$ cat src/rtl/nbbsr_pkg.sv
// Package: types, codes and geometry constants for the bad-block skipping NAND reader.
package nbbsr_pkg;

  localparam int WORD_W          = 32;
  localparam int PAGE_W          = 21;
  localparam int BAD_W           = 6;
  localparam int MAX_BAD_W       = 5;
  localparam int CFG_INDEX_W     = 2;

  localparam int PAGE_SHIFT      = 11;
  localparam int PAGE_BYTES      = 1 << PAGE_SHIFT;
  localparam int BLOCK_SHIFT     = 6;
  localparam int PAGES_PER_BLOCK = 1 << BLOCK_SHIFT;

  localparam logic [7:0] ERASED_MARK = 8'hff;
  localparam logic [MAX_BAD_W-1:0] MAX_BAD_RESET = 5'd16;

  localparam logic [CFG_INDEX_W-1:0] CFG_IMAGE_OFFSET   = 2'd0;
  localparam logic [CFG_INDEX_W-1:0] CFG_READ_LEN       = 2'd1;
  localparam logic [CFG_INDEX_W-1:0] CFG_MAX_BAD_BLOCKS = 2'd2;

  typedef enum logic [1:0] {
    REQ_START  = 2'd0,
    REQ_MARKER = 2'd1,
    REQ_PAGE   = 2'd2
  } req_t;

  typedef enum logic [2:0] {
    ACT_CHECK   = 3'd0,
    ACT_READ    = 3'd1,
    ACT_DONE    = 3'd2,
    ACT_FAIL    = 3'd3,
    ACT_IGNORED = 3'd4
  } action_t;

  typedef enum logic [1:0] {
    PH_IDLE   = 2'd0,
    PH_MARKER = 2'd1,
    PH_PAGE   = 2'd2
  } phase_t;

  typedef struct packed {
    logic [WORD_W-1:0]    image_offset;
    logic [WORD_W-1:0]    read_len;
    logic [MAX_BAD_W-1:0] max_bad_blocks;
  } cfg_t;

  typedef struct packed {
    logic [PAGE_W-1:0] phys_page;
    logic [WORD_W-1:0] logical_bytes;
    logic [WORD_W-1:0] remaining_bytes;
    logic [BAD_W-1:0]  bad_count;
    logic [WORD_W-1:0] dest_bytes;
    phase_t            phase;
  } state_t;

  typedef struct packed {
    action_t           action;
    logic [PAGE_W-1:0] page_number;
    logic [WORD_W-1:0] address_word;
    logic [WORD_W-1:0] dest_offset;
  } result_t;

endpackage

$ cat src/rtl/nbbsr_step.sv
// Next-state and command logic for one request beat.
module nbbsr_step (
  input  nbbsr_pkg::cfg_t    cfg,
  input  nbbsr_pkg::state_t  cur,
  input  logic [1:0]         req_type,
  input  logic [7:0]         marker_byte,
  output nbbsr_pkg::state_t  nxt,
  output nbbsr_pkg::result_t res
);

  localparam int PW     = nbbsr_pkg::PAGE_W;
  localparam int WW     = nbbsr_pkg::WORD_W;
  localparam int BS     = nbbsr_pkg::BLOCK_SHIFT;
  localparam int PS     = nbbsr_pkg::PAGE_SHIFT;
  localparam int STEP_W = BS + 1;
  localparam int NEED_W = WW + 1 - PS;

  function automatic logic [PW-1:0] adv_page(input logic [PW-1:0] p,
                                             input logic [STEP_W-1:0] n);
    logic [PW:0] sum;
    sum = {1'b0, p} + (PW+1)'(n);
    return sum[PW] ? '0 : sum[PW-1:0];
  endfunction

  function automatic logic [WW-1:0] sat_add(input logic [WW-1:0] a,
                                            input logic [WW-1:0] b);
    logic [WW:0] sum;
    sum = {1'b0, a} + {1'b0, b};
    return sum[WW] ? '1 : sum[WW-1:0];
  endfunction

  nbbsr_pkg::state_t base;
  logic              checked;
  logic              run_cmd;
  logic              fail;
  logic [nbbsr_pkg::BAD_W-1:0] bad_inc;
  logic [WW-1:0]     take;

  logic [WW-1:0]     gap;
  logic [WW:0]       gap_round;
  logic [NEED_W-1:0] need;
  logic [STEP_W-1:0] left;
  logic [STEP_W-1:0] skip;
  logic [PW-1:0]     skip_page;
  logic [WW-1:0]     skip_logical;
  logic [PW-1:0]     cmd_page;
  nbbsr_pkg::action_t act;

  // request handling
  always_comb begin
    base    = cur;
    checked = 1'b0;
    run_cmd = 1'b0;
    fail    = 1'b0;
    bad_inc = cur.bad_count + 1'b1;
    take    = (cur.remaining_bytes < WW'(nbbsr_pkg::PAGE_BYTES)) ?
              cur.remaining_bytes : WW'(nbbsr_pkg::PAGE_BYTES);
    case (req_type)
      nbbsr_pkg::REQ_START: begin
        base.phys_page       = '0;
        base.logical_bytes   = '0;
        base.remaining_bytes = cfg.read_len;
        base.bad_count       = '0;
        base.dest_bytes      = '0;
        run_cmd              = 1'b1;
      end
      nbbsr_pkg::REQ_MARKER: begin
        if (cur.phase == nbbsr_pkg::PH_MARKER) begin
          if (marker_byte != nbbsr_pkg::ERASED_MARK) begin
            base.bad_count = bad_inc;
            if (bad_inc > {1'b0, cfg.max_bad_blocks}) begin
              fail = 1'b1;
            end else begin
              base.phys_page = adv_page(cur.phys_page,
                                        STEP_W'(nbbsr_pkg::PAGES_PER_BLOCK));
              run_cmd = 1'b1;
            end
          end else begin
            checked = 1'b1;
            run_cmd = 1'b1;
          end
        end
      end
      nbbsr_pkg::REQ_PAGE: begin
        if (cur.phase == nbbsr_pkg::PH_PAGE) begin
          base.phys_page       = adv_page(cur.phys_page, STEP_W'(1));
          base.logical_bytes   = sat_add(cur.logical_bytes,
                                         WW'(nbbsr_pkg::PAGE_BYTES));
          base.dest_bytes      = cur.dest_bytes + WW'(nbbsr_pkg::PAGE_BYTES);
          base.remaining_bytes = cur.remaining_bytes - take;
          run_cmd              = 1'b1;
        end
      end
      default: begin
      end
    endcase
  end

  // skip ahead toward the image offset, at most to the next block boundary
  always_comb begin
    gap          = cfg.image_offset - base.logical_bytes;
    gap_round    = {1'b0, gap} + (WW+1)'(nbbsr_pkg::PAGE_BYTES - 1);
    need         = gap_round[WW:PS];
    left         = STEP_W'(nbbsr_pkg::PAGES_PER_BLOCK) - {1'b0, base.phys_page[BS-1:0]};
    skip         = (need < NEED_W'(left)) ? need[STEP_W-1:0] : left;
    skip_page    = adv_page(base.phys_page, skip);
    skip_logical = sat_add(base.logical_bytes, WW'(skip) << PS);
  end

  always_comb begin
    nxt      = base;
    act      = nbbsr_pkg::ACT_IGNORED;
    cmd_page = base.phys_page;
    if (fail) begin
      nxt.phase = nbbsr_pkg::PH_IDLE;
      act       = nbbsr_pkg::ACT_FAIL;
    end else if (!run_cmd) begin
      act = nbbsr_pkg::ACT_IGNORED;
    end else if (base.remaining_bytes == '0) begin
      nxt.phase = nbbsr_pkg::PH_IDLE;
      act       = nbbsr_pkg::ACT_DONE;
    end else if (!checked && base.phys_page[BS-1:0] == '0) begin
      nxt.phase = nbbsr_pkg::PH_MARKER;
      act       = nbbsr_pkg::ACT_CHECK;
    end else if (base.logical_bytes < cfg.image_offset) begin
      nxt.phys_page     = skip_page;
      nxt.logical_bytes = skip_logical;
      cmd_page          = skip_page;
      if (skip_page[BS-1:0] == '0) begin
        nxt.phase = nbbsr_pkg::PH_MARKER;
        act       = nbbsr_pkg::ACT_CHECK;
      end else begin
        nxt.phase = nbbsr_pkg::PH_PAGE;
        act       = nbbsr_pkg::ACT_READ;
      end
    end else begin
      nxt.phase = nbbsr_pkg::PH_PAGE;
      act       = nbbsr_pkg::ACT_READ;
    end
  end

  always_comb begin
    res.action       = act;
    res.page_number  = (act == nbbsr_pkg::ACT_CHECK || act == nbbsr_pkg::ACT_READ) ?
                       cmd_page : '0;
    res.address_word = {res.page_number[15:0], 16'h0000};
    res.dest_offset  = (act == nbbsr_pkg::ACT_READ) ? base.dest_bytes : '0;
  end

endmodule

$ cat src/rtl/nand_bad_block_skip_reader_core.sv
// Top level: NAND image reader that skips bad blocks, one command per request beat.
//
// Request channel (in_valid/in_ready): req_type 0 starts a read, 1 reports the
// marker byte of a block's first page, 2 reports a finished page read.
// Command channel (out_valid/out_ready): every request beat yields exactly one
// command beat: check marker, read page, done, failed, or ignored for a request
// that does not fit the current phase.
// Configuration: cfg_wr_en writes cfg_data to register cfg_index (0 image
// offset, 1 image size, 2 bad-block limit); write only while no read is active.
// The command register is loaded when a request is accepted; its command shows
// from the next cycle. Throughput is one request per cycle while the receiver
// takes commands; the whole step (counter update, offset skip, next command) is
// one combinational pass into the command register.
// A stalled receiver holds the command register; a new request is taken in
// the same cycle the held command leaves, so in_ready = !out_valid | out_ready.
// Reset clears the counters, sets the phase to idle, the limit to 16 and empties
// the command register.
module nand_bad_block_skip_reader_core (
  input  logic        clk,
  input  logic        rst,
  input  logic        in_valid,
  output logic        in_ready,
  input  logic [1:0]  req_type,
  input  logic [7:0]  marker_byte,
  output logic        out_valid,
  input  logic        out_ready,
  output logic [2:0]  action,
  output logic [20:0] page_number,
  output logic [31:0] address_word,
  output logic [31:0] dest_offset,
  input  logic        cfg_wr_en,
  input  logic [1:0]  cfg_index,
  input  logic [31:0] cfg_data
);

  nbbsr_pkg::cfg_t    cfg;
  nbbsr_pkg::state_t  st;
  nbbsr_pkg::state_t  st_next;
  nbbsr_pkg::result_t res;
  logic               in_beat;

  assign in_ready = !out_valid || out_ready;
  assign in_beat  = in_valid && in_ready;

  nbbsr_step u_step (
    .cfg         (cfg),
    .cur         (st),
    .req_type    (req_type),
    .marker_byte (marker_byte),
    .nxt         (st_next),
    .res         (res)
  );

  always_ff @(posedge clk) begin
    if (rst) begin
      cfg.image_offset   <= '0;
      cfg.read_len       <= '0;
      cfg.max_bad_blocks <= nbbsr_pkg::MAX_BAD_RESET;
    end else if (cfg_wr_en) begin
      case (cfg_index)
        nbbsr_pkg::CFG_IMAGE_OFFSET:   cfg.image_offset   <= cfg_data;
        nbbsr_pkg::CFG_READ_LEN:       cfg.read_len       <= cfg_data;
        nbbsr_pkg::CFG_MAX_BAD_BLOCKS:
          cfg.max_bad_blocks <= cfg_data[nbbsr_pkg::MAX_BAD_W-1:0];
        default: begin
        end
      endcase
    end
  end

  always_ff @(posedge clk) begin
    if (rst) begin
      st.phys_page       <= '0;
      st.logical_bytes   <= '0;
      st.remaining_bytes <= '0;
      st.bad_count       <= '0;
      st.dest_bytes      <= '0;
      st.phase           <= nbbsr_pkg::PH_IDLE;
      out_valid          <= 1'b0;
    end else begin
      if (in_beat) begin
        st        <= st_next;
        out_valid <= 1'b1;
      end else if (out_ready) begin
        out_valid <= 1'b0;
      end
    end
  end

  always_ff @(posedge clk) begin
    if (in_beat) begin
      action       <= res.action;
      page_number  <= res.page_number;
      address_word <= res.address_word;
      dest_offset  <= res.dest_offset;
    end
  end

  a_marker_at_block_start: assert property (@(posedge clk) disable iff (rst)
    st.phase == nbbsr_pkg::PH_MARKER |-> st.phys_page[nbbsr_pkg::BLOCK_SHIFT-1:0] == '0)
    else $error("marker phase away from a block start");

  a_beat_gives_command: assert property (@(posedge clk) disable iff (rst)
    in_valid && in_ready |=> out_valid)
    else $error("accepted beat produced no command");

  a_addr_matches_page: assert property (@(posedge clk) disable iff (rst)
    out_valid |-> address_word == {page_number[15:0], 16'h0000})
    else $error("address word disagrees with page number");

  a_page_only_for_access: assert property (@(posedge clk) disable iff (rst)
    out_valid && action != nbbsr_pkg::ACT_CHECK && action != nbbsr_pkg::ACT_READ
      |-> page_number == '0 && dest_offset == '0)
    else $error("page or offset on a non-access command");

  a_idle_after_end: assert property (@(posedge clk) disable iff (rst)
    in_beat && (res.action == nbbsr_pkg::ACT_DONE || res.action == nbbsr_pkg::ACT_FAIL)
      |=> st.phase == nbbsr_pkg::PH_IDLE)
    else $error("phase not idle after done or fail");

endmodule

$ cat config.mk
export PLATFORM = sky130hd
export DESIGN_NAME = nand_bad_block_skip_reader_core
export DESIGN_NICKNAME = d
export VERILOG_FILES = /design/src/rtl/nbbsr_pkg.sv /design/src/rtl/nbbsr_step.sv /design/src/rtl/nand_bad_block_skip_reader_core.sv
export SDC_FILE = /design/constraint.sdc
export NUM_CORES = 1
export LEC_CHECK = 0
export ABC_AREA = 0
export BUFFER_PORTS_ARGS = -buffer_cell sky130_fd_sc_hd__buf_2
export CELL_PAD_IN_SITES_DETAIL_PLACEMENT = 2
export CELL_PAD_IN_SITES_GLOBAL_PLACEMENT = 2
export CORE_MARGIN = 2
export CORE_UTILIZATION = 40
export CTS_BUF_LIST = sky130_fd_sc_hd__clkbuf_4 sky130_fd_sc_hd__clkbuf_8 sky130_fd_sc_hd__clkbuf_16
export DETAILED_ROUTE_END_ITERATION = 16
export PLACE_DENSITY_LB_ADDON = 0.2
export RECOVER_POWER = 25
export REMOVE_ABC_BUFFERS = 1
export SLEW_MARGIN = 20
export SYNTH_ARGS = -nofsm -noshare
export SYNTH_HDL_FRONTEND = slang
export SYNTH_HIERARCHICAL = 1
export SYNTH_SLANG_ARGS = --single-unit
export TNS_END_PERCENT = 100
$ cat constraint.sdc
create_clock -name clk -period 28.1 [get_ports clk]
set_clock_uncertainty 0.05 [all_clocks]
set_input_delay 1.405 -clock clk [delete_from_list [all_inputs] [get_ports clk]]
set_output_delay 1.405 -clock clk [all_outputs]
set_load 0.005 [all_outputs]
==> results of run 1 <==
## Yosys cell counts (13+ instances only)
cell type and instances:
nand2_1 283, a21oi_1 256, dfxtp_1 195, nand3_1 195
nor2_1 158, o21ai_0 97, clkbuf_1 96, edfxtp_1 88
a21bo_2 83, nor3_1 75, inv_1 71, buf_2 65
ha_1 64, xnor2_1 48, a21bo_1 42, xor2_1 42
a21oi_2 38, buf_4 37, a31oi_1 34, nand4_1 33
nor4_1 32, and3_1 31, a21o_1 26, o22ai_1 26
or3_1 25, and2_1 23, mux2i_1 23, nor2b_1 21
a211oi_1 19, nand2b_1 17, and4_1 15, or4_1 14
a22oi_1 13, o31a_1 13, o31ai_1 13
## placed cells by master, fill, tap and decap left out, types with 34 or more instances in the layout
cell type	netlist	routed
edfxtp_1	88	88
a21oi_1	256	256
a21oi_2	38	38
buf_2	65	99
clkbuf_1	96	38
nor2_1	158	156
clkbuf_16	0	36
xor2_1	42	42
a21bo_2	83	83
a21bo_1	42	42
xnor2_1	48	48
ha_1	64	64
a31oi_1	34	34
nand2_1	283	283
dfxtp_1	195	195
nor3_1	75	74
inv_1	71	71
nand3_1	195	195
o21ai_0	97	97
## worst paths after layout
path / startpoint / to / slack [ns] / cells after the start
max reg2reg: st[1] / st[1] / 15.65 / 39
min reg2reg: cfg[35] / cfg[35] / 0.41 / 2
min: cfg[35] / cfg[35] / 0.41 / 2
max: st[1] / st[1] / 15.65 / 39
## tightest hold or removal path, stage by stage (launching register included)
cell     delay (ns)
dfxtp_1        0.31
nand2_1        0.05
a21oi_1        0.05
## metrics by stage
stage	utilization (%)	cell area, sq um
after floorplan	-	19100
after global placement	41.9	20900
after detailed placement	41.9	20900
after CTS	44.4	22200
after global routing	44.3	22200
final	44.3	22200
## logic make-up (layout without fill, tap and decap cells)
logic type | count (synthesis) | in the layout | share of synthesized area, %
fa+ha+maj | 67 | 67 | 4.27
buf+inv | 293 | 308 | 6.91
flops | 283 | 283 | 32.4
mux | 25 | 25 | 1.25
simple gates | 970 | 970 | 23.8
compound gates | 792 | 792 | 27.4
other cells | 2 | 17 | 0.0372
xor+xnor | 90 | 90 | 3.91
## sequential cells by signal, summed over array words and instances (netlist names)
signal / count
st: 125
cfg: 69
address_word: 32
dest_offset: 32
page_number: 21
action: 3
out_valid: 1
## per-layer routing
| metal | share of wire [%] | vias up | track usage (%) |
|---|---|---|---|
| met5 | 0.016 | - | 0 |
| met4 | 2.8 | 2 | 9.29 |
| met3 | 4.2 | 150 | 3.87 |
| met2 | 50 | 481 | 54.5 |
| met1 | 43 | 10185 | 38.2 |
| li1 | - | 9209 | - |
## final cells by class
cell class | instances | area, sq um | share of cell area, %
Clock inverter | 17 | 241 | 1.09
Timing Repair Buffer | 170 | 892 | 4.03
Sequential cell | 283 | 6550 | 29.6
Inverter | 73 | 274 | 1.24
Clock buffer | 48 | 1010 | 4.56
Multi-Input combinational cell | 1961 | 12300 | 55.7
Tap cell | 672 | 841 | 3.80
## report_power, final
| group | switching [mW] | internal [mW] | total [mW] |
|---|---|---|---|
| clock | 0.197 | 0.301 | 0.498 |
| sequential | 0.00791 | 0.432 | 0.440 |
| combinational | 0.116 | 0.0526 | 0.169 |
==> run_results.csv, run 1 <==
group,metric,value,unit
clocking,root_buffer,"clkbuf_16",
synthesis,async_flop_share,0,%
drt,wl,81600,microns
synthesis,yosys.area.top_type,"dfxtp_1",
clocking,clk_pin_slew,0.06,ns
timing,period_needed,12.45,ns
critical_path,worstPathArrival,12.79,ns
placed_design,numPortBuffers,138,
power_and_ir_drop,p_leak,8.16,nW
synthesis,synth_enable_flop_cells,88,
grt,first_global_vias,21288,
power_and_ir_drop,power.total,1.11,mW
power_and_ir_drop,power.density,50.0,nW/um^2
critical_path,critical-path-top-delay-family,"simple AND/OR/NAND/NOR gates",
grt,overflow,0,
critical_path,crit_fanout,34,
critical_path,cp-start-kind,"flop",
synthesis,synth_area_leaders,"dfxtp_1, edfxtp_1, a21oi_1",
critical_path,crit_buf_inv,3,
synthesis,avgSynthCellArea,8.00,sq um
synthesis,yosysWarnings,6,
placed_design,dp_cells,3159,
timing,max_freq,80.3,MHz
timing,timing.final.ws_setup,15.65,ns
timing,tightest_slew,1.72,ns
timing,hold_violations,0,
placed_design,dp_hpwl,58400,microns
floorplan,die_area,52300,sq um
timing,relSlewSlack,-15.0,%
floorplan,num_io_pins,139,
placed_design,gp_congestion,0.924,
floorplan,row_count,82,
critical_path,slowest_stage,"nor2b_1",
timing,holdWs,0.414,ns
timing,rsz0062_at_grt,"no",
clocking,numCtsBuffers,36,
grt,grt_pass1_wl,127000,microns
worst_hold_path,hold_path.class,"reg2reg",
placed_design,pre_cts_slack,15.53,ns
timing,drv_slew,66,
clocking,ctsResizeCount,0,
clocking,cts_tree,"yes",
final_layout,diodes,0,
synthesis,synth_cells,2522,
floorplan,die_h,229,microns
drt,wl_per_cell,25.3,microns
drt,ant_nets,0,
clocking,cts_max_path_buffers,3,
critical_path,path_class,"reg2reg",
final_layout,areaGrowthSynthToFinish,9.76,%
synthesis,yosysTopAreaCellShare,19.3,%
run_status,status,"finished, violations left",
clocking,postCtsSetupBuffers,0,
final_layout,drive_gt1_share,13.9,%
timing,setup_tns,0,ns
floorplan,core_area,50000,sq um
drt,route.vias.total,20027,
clocking,clkSinkCount,283,
synthesis,yosys_register_bits,283,
final_layout,fillCellCount,5690,
synthesis,dominantRegCellSynth,"dfxtp_1",
timing,finalCritPeriodShare,44.3,%
clocking,htree_levels,2,
grt,antenna_found_initial,1,
floorplan,fp.dieW,229,microns
clocking,cts_hold_buffers,0,
timing,setup-violations-final,0,
critical_path,critPathRequiredTime,28.45,ns
drt,via_per_inst,6.21,
power_and_ir_drop,vdd_drop_max,0.0000319,V
final_layout,fin_cells,3224,
synthesis,ys_seq_area_share,32.4,%
drt,drt_iter0_markers,1263,
drt,firstDrtPassIters,5,
synthesis,synth_area,20200,sq um
synthesis,synth_cell_type_count,92,
critical_path,max_stage_delay,0.92,ns
final_layout,final_net_count,2641,
run_status,failed_checks,"max-capacitance violations, max-slew violations",
drt,drc,0,
floorplan,start_util,40.4,%
flow_run,cap_violations,2,
critical_path,cp-end-kind,"flop",
grt,grt_max_degree,126,
clocking,insertion_delay,0.57,ns
grt,grtUsageTotal,30.5,%
Note: power is estimated with default switching activity, not from simulation.
==> run 2, diff against run 1 <==
--- a/config.mk
+++ b/config.mk
@@ -5,12 +5,12 @@
 export SDC_FILE = /design/constraint.sdc
 export NUM_CORES = 1
 export LEC_CHECK = 0
-export ABC_AREA = 0
+export ABC_AREA = 1
 export BUFFER_PORTS_ARGS = -buffer_cell sky130_fd_sc_hd__buf_2
 export CELL_PAD_IN_SITES_DETAIL_PLACEMENT = 2
 export CELL_PAD_IN_SITES_GLOBAL_PLACEMENT = 2
 export CORE_MARGIN = 2
-export CORE_UTILIZATION = 40
+export CORE_UTILIZATION = 31
 export CTS_BUF_LIST = sky130_fd_sc_hd__clkbuf_4 sky130_fd_sc_hd__clkbuf_8 sky130_fd_sc_hd__clkbuf_16
 export DETAILED_ROUTE_END_ITERATION = 16
 export PLACE_DENSITY_LB_ADDON = 0.2
==> constraint.sdc (replaced) <==
create_clock -name clk -period 10.4 [get_ports clk]
set_clock_uncertainty 0.05 [all_clocks]
set_input_delay 0.52 -clock clk [delete_from_list [all_inputs] [get_ports clk]]
set_output_delay 0.52 -clock clk [all_outputs]
set_load 0.005 [all_outputs]
==> run 2 against run 1 <==
  * The run still ends with max-capacitance violations, max-slew violations left
  * Register-to-register slack worse by 14 ns
  * Non-clock buffer count shrank 12
  * Clock-buffer cell count is 2 higher
  * Wire length is 6.2% higher
  * Total power increased to 3.6 times the previous value
  * Clock power increased to 2.8 times the previous value
  * Combinational power rose to 7.5 times the previous value
  * Sequential power increased to 2.9 times the previous value
  * Worst hold slack worse by 0.30 ns
  * Maximum frequency up 35%
  * Die area grew 44%
  * Critical path type unchanged
  * Highest routed layer unchanged
==> run_results.csv, run 2 <==
group,metric,value,unit
critical_path,cp-start-kind,"flop",
grt,use_met3,2.76,%
critical_path,crit_buf_inv,8,
final_layout,final_cell_mix,"nand2_1, inv_1, nor2_1, nand3_1, a21oi_1",
final_layout,diodes,0,
clocking,cts_tree,"yes",
floorplan,fp.dieW,274,microns
drt,drt_iter0_markers,1081,
grt,grt.busiest_layer,"met2",
grt,grt_max_degree,99,
timing,rsz0062_at_grt,"no",
critical_path,crit_start,"st[89]",
grt,grt_pass1_wl,139000,microns
clocking,numCtsBuffers,38,
synthesis,yosys.area.top_type,"dfxtp_1",
timing,holdWs,0.111,ns
clocking,insertion_delay,0.59,ns
floorplan,die_area,75100,sq um
final_layout,largest_reg_flops,125,
synthesis,synthMostInstantiatedCell,"nand2_1",
grt,overflow,0,
critical_path,worstPathArrival,9.70,ns
drt,drc,0,
synthesis,ys_seq_area_share,29.0,%
synthesis,yosys_register_bits,283,
timing,hold_violations,0,
critical_path,cp-end-kind,"flop",
synthesis,synth_area,22600,sq um
clocking,htree_levels,2,
placed_design,placed_area,23700,sq um
synthesis,async_flop_share,0,%
timing,tightest_slew,3.57,ns
floorplan,core_area,72600,sq um
synthesis,dominantRegCellSynth,"dfxtp_1",
floorplan,num_io_pins,139,
critical_path,max_stage_delay,0.50,ns
critical_path,crit_fanout,17,
clocking,clkSinkCount,283,
critical_path,r2r_start,"st[89]",
floorplan,start_util,31.1,%
final_layout,final_area,25000,sq um
clocking,cts_max_path_buffers,3,
critical_path,slowest_stage,"ha_1",
clocking,clk_pin_slew,0.06,ns
critical_path,cp_common_cell,"nand2_1",
critical_path,critical-path-top-delay-family,"simple AND/OR/NAND/NOR gates",
flow_run,cap_violations,3,
synthesis,synth_cells,3676,
power_and_ir_drop,power.density,158,nW/um^2
critical_path,worstReg2RegEnd,"st[122]",
drt,firstDrtPassIters,5,
synthesis,synth_area_leaders,"dfxtp_1, nand2_1, edfxtp_1",
run_status,failed_checks,"max-capacitance violations, max-slew violations",
grt,grtUsageTotal,23.2,%
critical_path,reg2reg_depth,61,
synthesis,yosysWarnings,6,
grt,first_global_vias,24712,
placed_design,numPortBuffers,138,
synthesis,avgSynthCellArea,6.15,sq um
final_layout,areaGrowthSynthToFinish,10.5,%
final_layout,fin_util,34.4,%
drt,wl_per_cell,18.5,microns
timing,drv_slew,195,
critical_path,endpoint,"st[122]",
drt,route.vias.total,23568,
final_layout,fin_cells,4699,
critical_path,worstSetupPathDepth,61,
timing,finalCritPeriodShare,88.8,%
drt,wl,86700,microns
grt,use_met2,39.8,%
timing,setup_tns,0,ns
final_layout,fillCellCount,9145,
final_layout,regMostFlops,"st",
placed_design,dp_hpwl,65900,microns
clocking,root_buffer,"clkbuf_16",
critical_path,path_class,"reg2reg",
run_status,status,"finished, violations left",
drt,via_per_inst,5.02,
synthesis,synth_enable_flop_cells,88,
power_and_ir_drop,vdd_drop_max,0.000101,V
clocking,postCtsSetupBuffers,0,
timing,relSlewSlack,-138,%
placed_design,dp_cells,4630,
clocking,ctsResizeCount,0,
placed_design,gp_congestion,0.886,
critical_path,r2r_slack,1.17,ns
critical_path,critPathRequiredTime,10.87,ns
final_layout,drive_gt1_share,8.24,%
timing,period_needed,9.23,ns
floorplan,die_h,274,microns
synthesis,synth_cell_type_count,62,
synthesis,synth_commonest_cells,"nand2_1, inv_1, nor2_1, nand3_1, a21oi_1",
power_and_ir_drop,p_leak,11.9,nW
synthesis,yosysTopAreaCellShare,17.3,%
clocking,cts_hold_buffers,0,
final_layout,final_common_cell,"nand2_1",
final_layout,final_net_count,3827,
worst_hold_path,hold_path.class,"in2reg",
timing,max_freq,108,MHz
final_layout,reg_top3,"st: 125 flops, cfg: 69 flops",
grt,antenna_found_initial,1,
timing,setup-violations-final,0,
drt,ant_nets,0,
floorplan,row_count,99,
grt,grt_use_met1,31.2,%
run 2: how the worst min path moves through the flow:
stage / startpoint / endpoint / slack, ns / cells past startpoint
6_report: rst / out_valid / 0.11 / 2
5_1_grt: rst / out_valid / 0.12 / 2
4_1_cts: rst / out_valid / 0.08 / 2
3_5_place_dp: st[79] / st[79] / 0.41 / 2
3_3_place_gp: st[8] / st[8] / 0.41 / 2
2_1_floorplan: cfg[4] / cfg[4] / 0.38 / 2
run 2: worst register-to-register path, delay by kind of cell, from the launching register on:
kind / cells / cell delay, ns
xor gates and xnor gates: 2 / 0.45
AOI/OAI and AO/OA: 5 / 0.74
and+or+nand+nor: 42 / 5.40
buffers and inverters: 8 / 0.72
DFF: 1 / 0.43
adders and majority gates: 4 / 1.37
run 2: logic make-up (layout without fill, tap and decap cells):
family | after synthesis | count (layout) | share of synthesized area [%]
DFF | 283 | 283 | 29.0
adders and majority gates | 67 | 67 | 3.81
AOI/OAI and AO/OA | 452 | 452 | 11.4
buffers and inverters | 759 | 808 | 14.1
xor gates and xnor gates | 49 | 49 | 1.96
other | 2 | 17 | 0.0332
and+or+nand+nor | 2064 | 2064 | 39.7
run 2: stage by stage:
stage          setup WS (ns)  total power, mW
6_report                1.17             3.95
5_1_grt               0.0851             4.25
4_1_cts                 1.24             4.02
3_5_place_dp            1.35             2.59
3_3_place_gp            1.64             2.55
2_1_floorplan           2.85             2.16
run 2: power breakdown:
group	switching, mW	leakage [nW]	internal (mW)	total (mW)
sequential	0.0725	2.49	1.22	1.29
combinational	0.893	8.75	0.380	1.27
clock	0.565	0.664	0.823	1.39
run 2: area by class of cell:
type	instances	area (sq um)	share of cell area [%]
well taps	959	1200	4.80
multi-input cells	2649	12900	51.8
clock buffers	50	1090	4.37
inverters	581	2180	8.74
repair buffers	158	783	3.14
flip-flops and latches	283	6550	26.2
clock inverters	19	226	0.907
run 2: layer usage:
| metal | vias up | wire [microns] |
|---|---|---|
| met2 | 265 | 40700 |
| met3 | 78 | 2760 |
| met4 | 2 | 1500 |
| met5 | - | 13 |
| met1 | 11498 | 41800 |
| li1 | 11725 | - |
==> run 3, diff against run 2 <==
--- a/config.mk
+++ b/config.mk
@@ -13,6 +13,7 @@
 export CORE_UTILIZATION = 31
 export CTS_BUF_LIST = sky130_fd_sc_hd__clkbuf_4 sky130_fd_sc_hd__clkbuf_8 sky130_fd_sc_hd__clkbuf_16
 export DETAILED_ROUTE_END_ITERATION = 16
+export HOLD_SLACK_MARGIN = 0.15
 export PLACE_DENSITY_LB_ADDON = 0.2
 export RECOVER_POWER = 25
 export REMOVE_ABC_BUFFERS = 1
==> run 3 against run 2 <==
  * The run still ends with max-capacitance violations, max-slew violations left
  * First-iteration DRC count rose by 0.19%
  * Cell area rose by 0.50%
  * Critical path depth fell by 2
  * Maximum frequency rose by 0.14%
  * Global-route usage barely moved
  * Sequential share of layout area fell by 0.13 points
  * Sequential cell count did not move
  * Largest cell class unchanged
  * Largest power group unchanged
  * Highest routed layer unchanged
==> run_results.csv, run 3 (synthesis results as in run 2) <==
group,metric,value,unit
final_layout,fin_util,34.6,%
final_layout,final_common_cell,"nand2_1",
run_status,failed_checks,"max-capacitance violations, max-slew violations",
floorplan,num_io_pins,139,
power_and_ir_drop,switchingPower,1.53,mW
critical_path,max_stage_delay,0.50,ns
clocking,insertion_delay,0.59,ns
worst_hold_path,hold_path.class,"in2reg",
drt,ant_nets,0,
placed_design,gp_congestion,0.886,
critical_path,worstPathArrival,9.69,ns
worst_hold_path,hold_path_end,"cfg[15]",
power_and_ir_drop,p_sw_share,38.7,%
drt,wl_per_cell,18.4,microns
floorplan,row_count,99,
final_layout,diodes,0,
floorplan,core_area,72600,sq um
grt,grtUsageTotal,23.2,%
critical_path,critPathRequiredTime,10.87,ns
run_status,status,"finished, violations left",
critical_path,reg2reg_depth,59,
critical_path,slowest_stage,"ha_1",
timing,hold_violations,0,
timing,finalCritPeriodShare,88.7,%
power_and_ir_drop,p_clk_share,35.0,%
clocking,htree_levels,2,
final_layout,largest_reg_flops,125,
drt,via_per_inst,5.02,
critical_path,cp_common_cell,"nand2_1",
drt,route.vias.total,23636,
grt,overflow,0,
final_layout,drive_gt1_share,8.26,%
critical_path,crit_fanout,17,
final_layout,reg_top3,"st: 125 flops, cfg: 69 flops",
placed_design,pre_cts_slack,1.35,ns
drt,firstDrtPassIters,5,
critical_path,worstReg2RegEnd,"st[120]",
placed_design,numPortBuffers,138,
power_and_ir_drop,p_leak,12.0,nW
final_layout,areaGrowthSynthToFinish,11.0,%
drt,drt_iter0_markers,1083,
worst_hold_path,hold_start,"cfg_data[10]",
timing,relSlewSlack,-225,%
power_and_ir_drop,power_frac_comb,32.2,%
worst_hold_path,hold_depth,3,
timing,holdWs,0.177,ns
grt,grt_pass1_wl,139000,microns
clocking,clk_pin_slew,0.06,ns
floorplan,die_area,75100,sq um
clocking,clkSinkCount,283,
timing,setup-violations-final,0,
flow_run,cap_violations,2,
power_and_ir_drop,internal_power,2.43,mW
clocking,numCtsBuffers,38,
timing,tightest_slew,4.87,ns
placed_design,placed_area,23700,sq um
final_layout,final_cell_mix,"nand2_1, inv_1, nor2_1, nand3_1, a21oi_1",
floorplan,die_h,274,microns
timing,timing.final.ws_setup,1.18,ns
drt,wl,86900,microns
final_layout,final_area,25100,sq um
floorplan,start_util,31.1,%
timing,max_freq,108,MHz
drt,drc,0,
clocking,postCtsSetupBuffers,0,
power_and_ir_drop,power.share.sequential,32.7,%
critical_path,cp-start-kind,"flop",
grt,grt_max_degree,99,
floorplan,fp.dieW,274,microns
final_layout,regMostFlops,"st",
clocking,root_buffer,"clkbuf_16",
grt,antenna_found_initial,1,
clocking,cts_max_path_buffers,3,
placed_design,dp_cells,4630,
grt,first_global_vias,24793,
timing,drv_slew,146,
timing,period_needed,9.22,ns
power_and_ir_drop,vdd_drop_max,0.000102,V
critical_path,r2r_start,"st[89]",
critical_path,r2r_slack,1.18,ns
final_layout,fin_cells,4711,
power_and_ir_drop,power.total,3.96,mW
critical_path,path_class,"reg2reg",
power_and_ir_drop,power.density,158,nW/um^2
timing,rsz0062_at_grt,"no",
placed_design,dp_hpwl,65900,microns
clocking,cts_tree,"yes",
timing,setup_tns,0,ns
final_layout,final_net_count,3839,
critical_path,cp-end-kind,"flop",
[run 3: layout make-up]
type	count	area, sq um
timing repair buffer	170	903
multi-input combinational	2649	12900
inverter	581	2180
clock buffer	50	1090
fill	9127	47500
sequential	283	6550
tap	959	1200
clock inverter	19	226
[run 3: power groups by stage]
stage / combinational (mW) / clock, mW / sequential (mW)
after floorplan: 0.860 / 0 / 1.30
after global placement: 1.24 / 0 / 1.31
after detailed placement: 1.27 / 0 / 1.32
after CTS: 1.29 / 1.44 / 1.29
after global routing: 1.46 / 1.49 / 1.31
final: 1.28 / 1.39 / 1.30
[run 3: timing repair]
action                                 in CTS  in global routing
endpoints found under the hold margin      12                  0
hold buffers                               12                  0
gates resized for setup                     0                  0
[run 3: worst max-delay path by stage]
stage | start | to | cells past startpoint | slack (ns)
2_1_floorplan | req_type[0] | st[1] | 53 | 2.85
3_3_place_gp | st[89] | st[1] | 58 | 1.64
3_5_place_dp | st[89] | st[1] | 58 | 1.35
4_1_cts | st[89] | st[1] | 58 | 1.24
5_1_grt | st[89] | st[122] | 61 | 0.08
6_report | st[89] | st[120] | 59 | 1.18
[run 3: layer usage]
layer | share of wire, % | vias up | wire length, microns | global-route usage, %
li1 | - | 11750 | - | -
met1 | 48 | 11546 | 41800 | 31.2
met2 | 47 | 259 | 40900 | 39.8
met3 | 3.1 | 79 | 2690 | 2.76
met4 | 1.8 | 2 | 1570 | 4.72
met5 | 0.015 | - | 13 | 0
[run 3: worst max-delay path, delay by kind of cell (launching register included)]
kind            cells  cell delay [ns]
simple gates       41             5.46
fa+ha+maj           4             1.37
buf+inv             8             0.68
compound gates      4             0.67
xor+xnor            2             0.45
flops               1             0.43
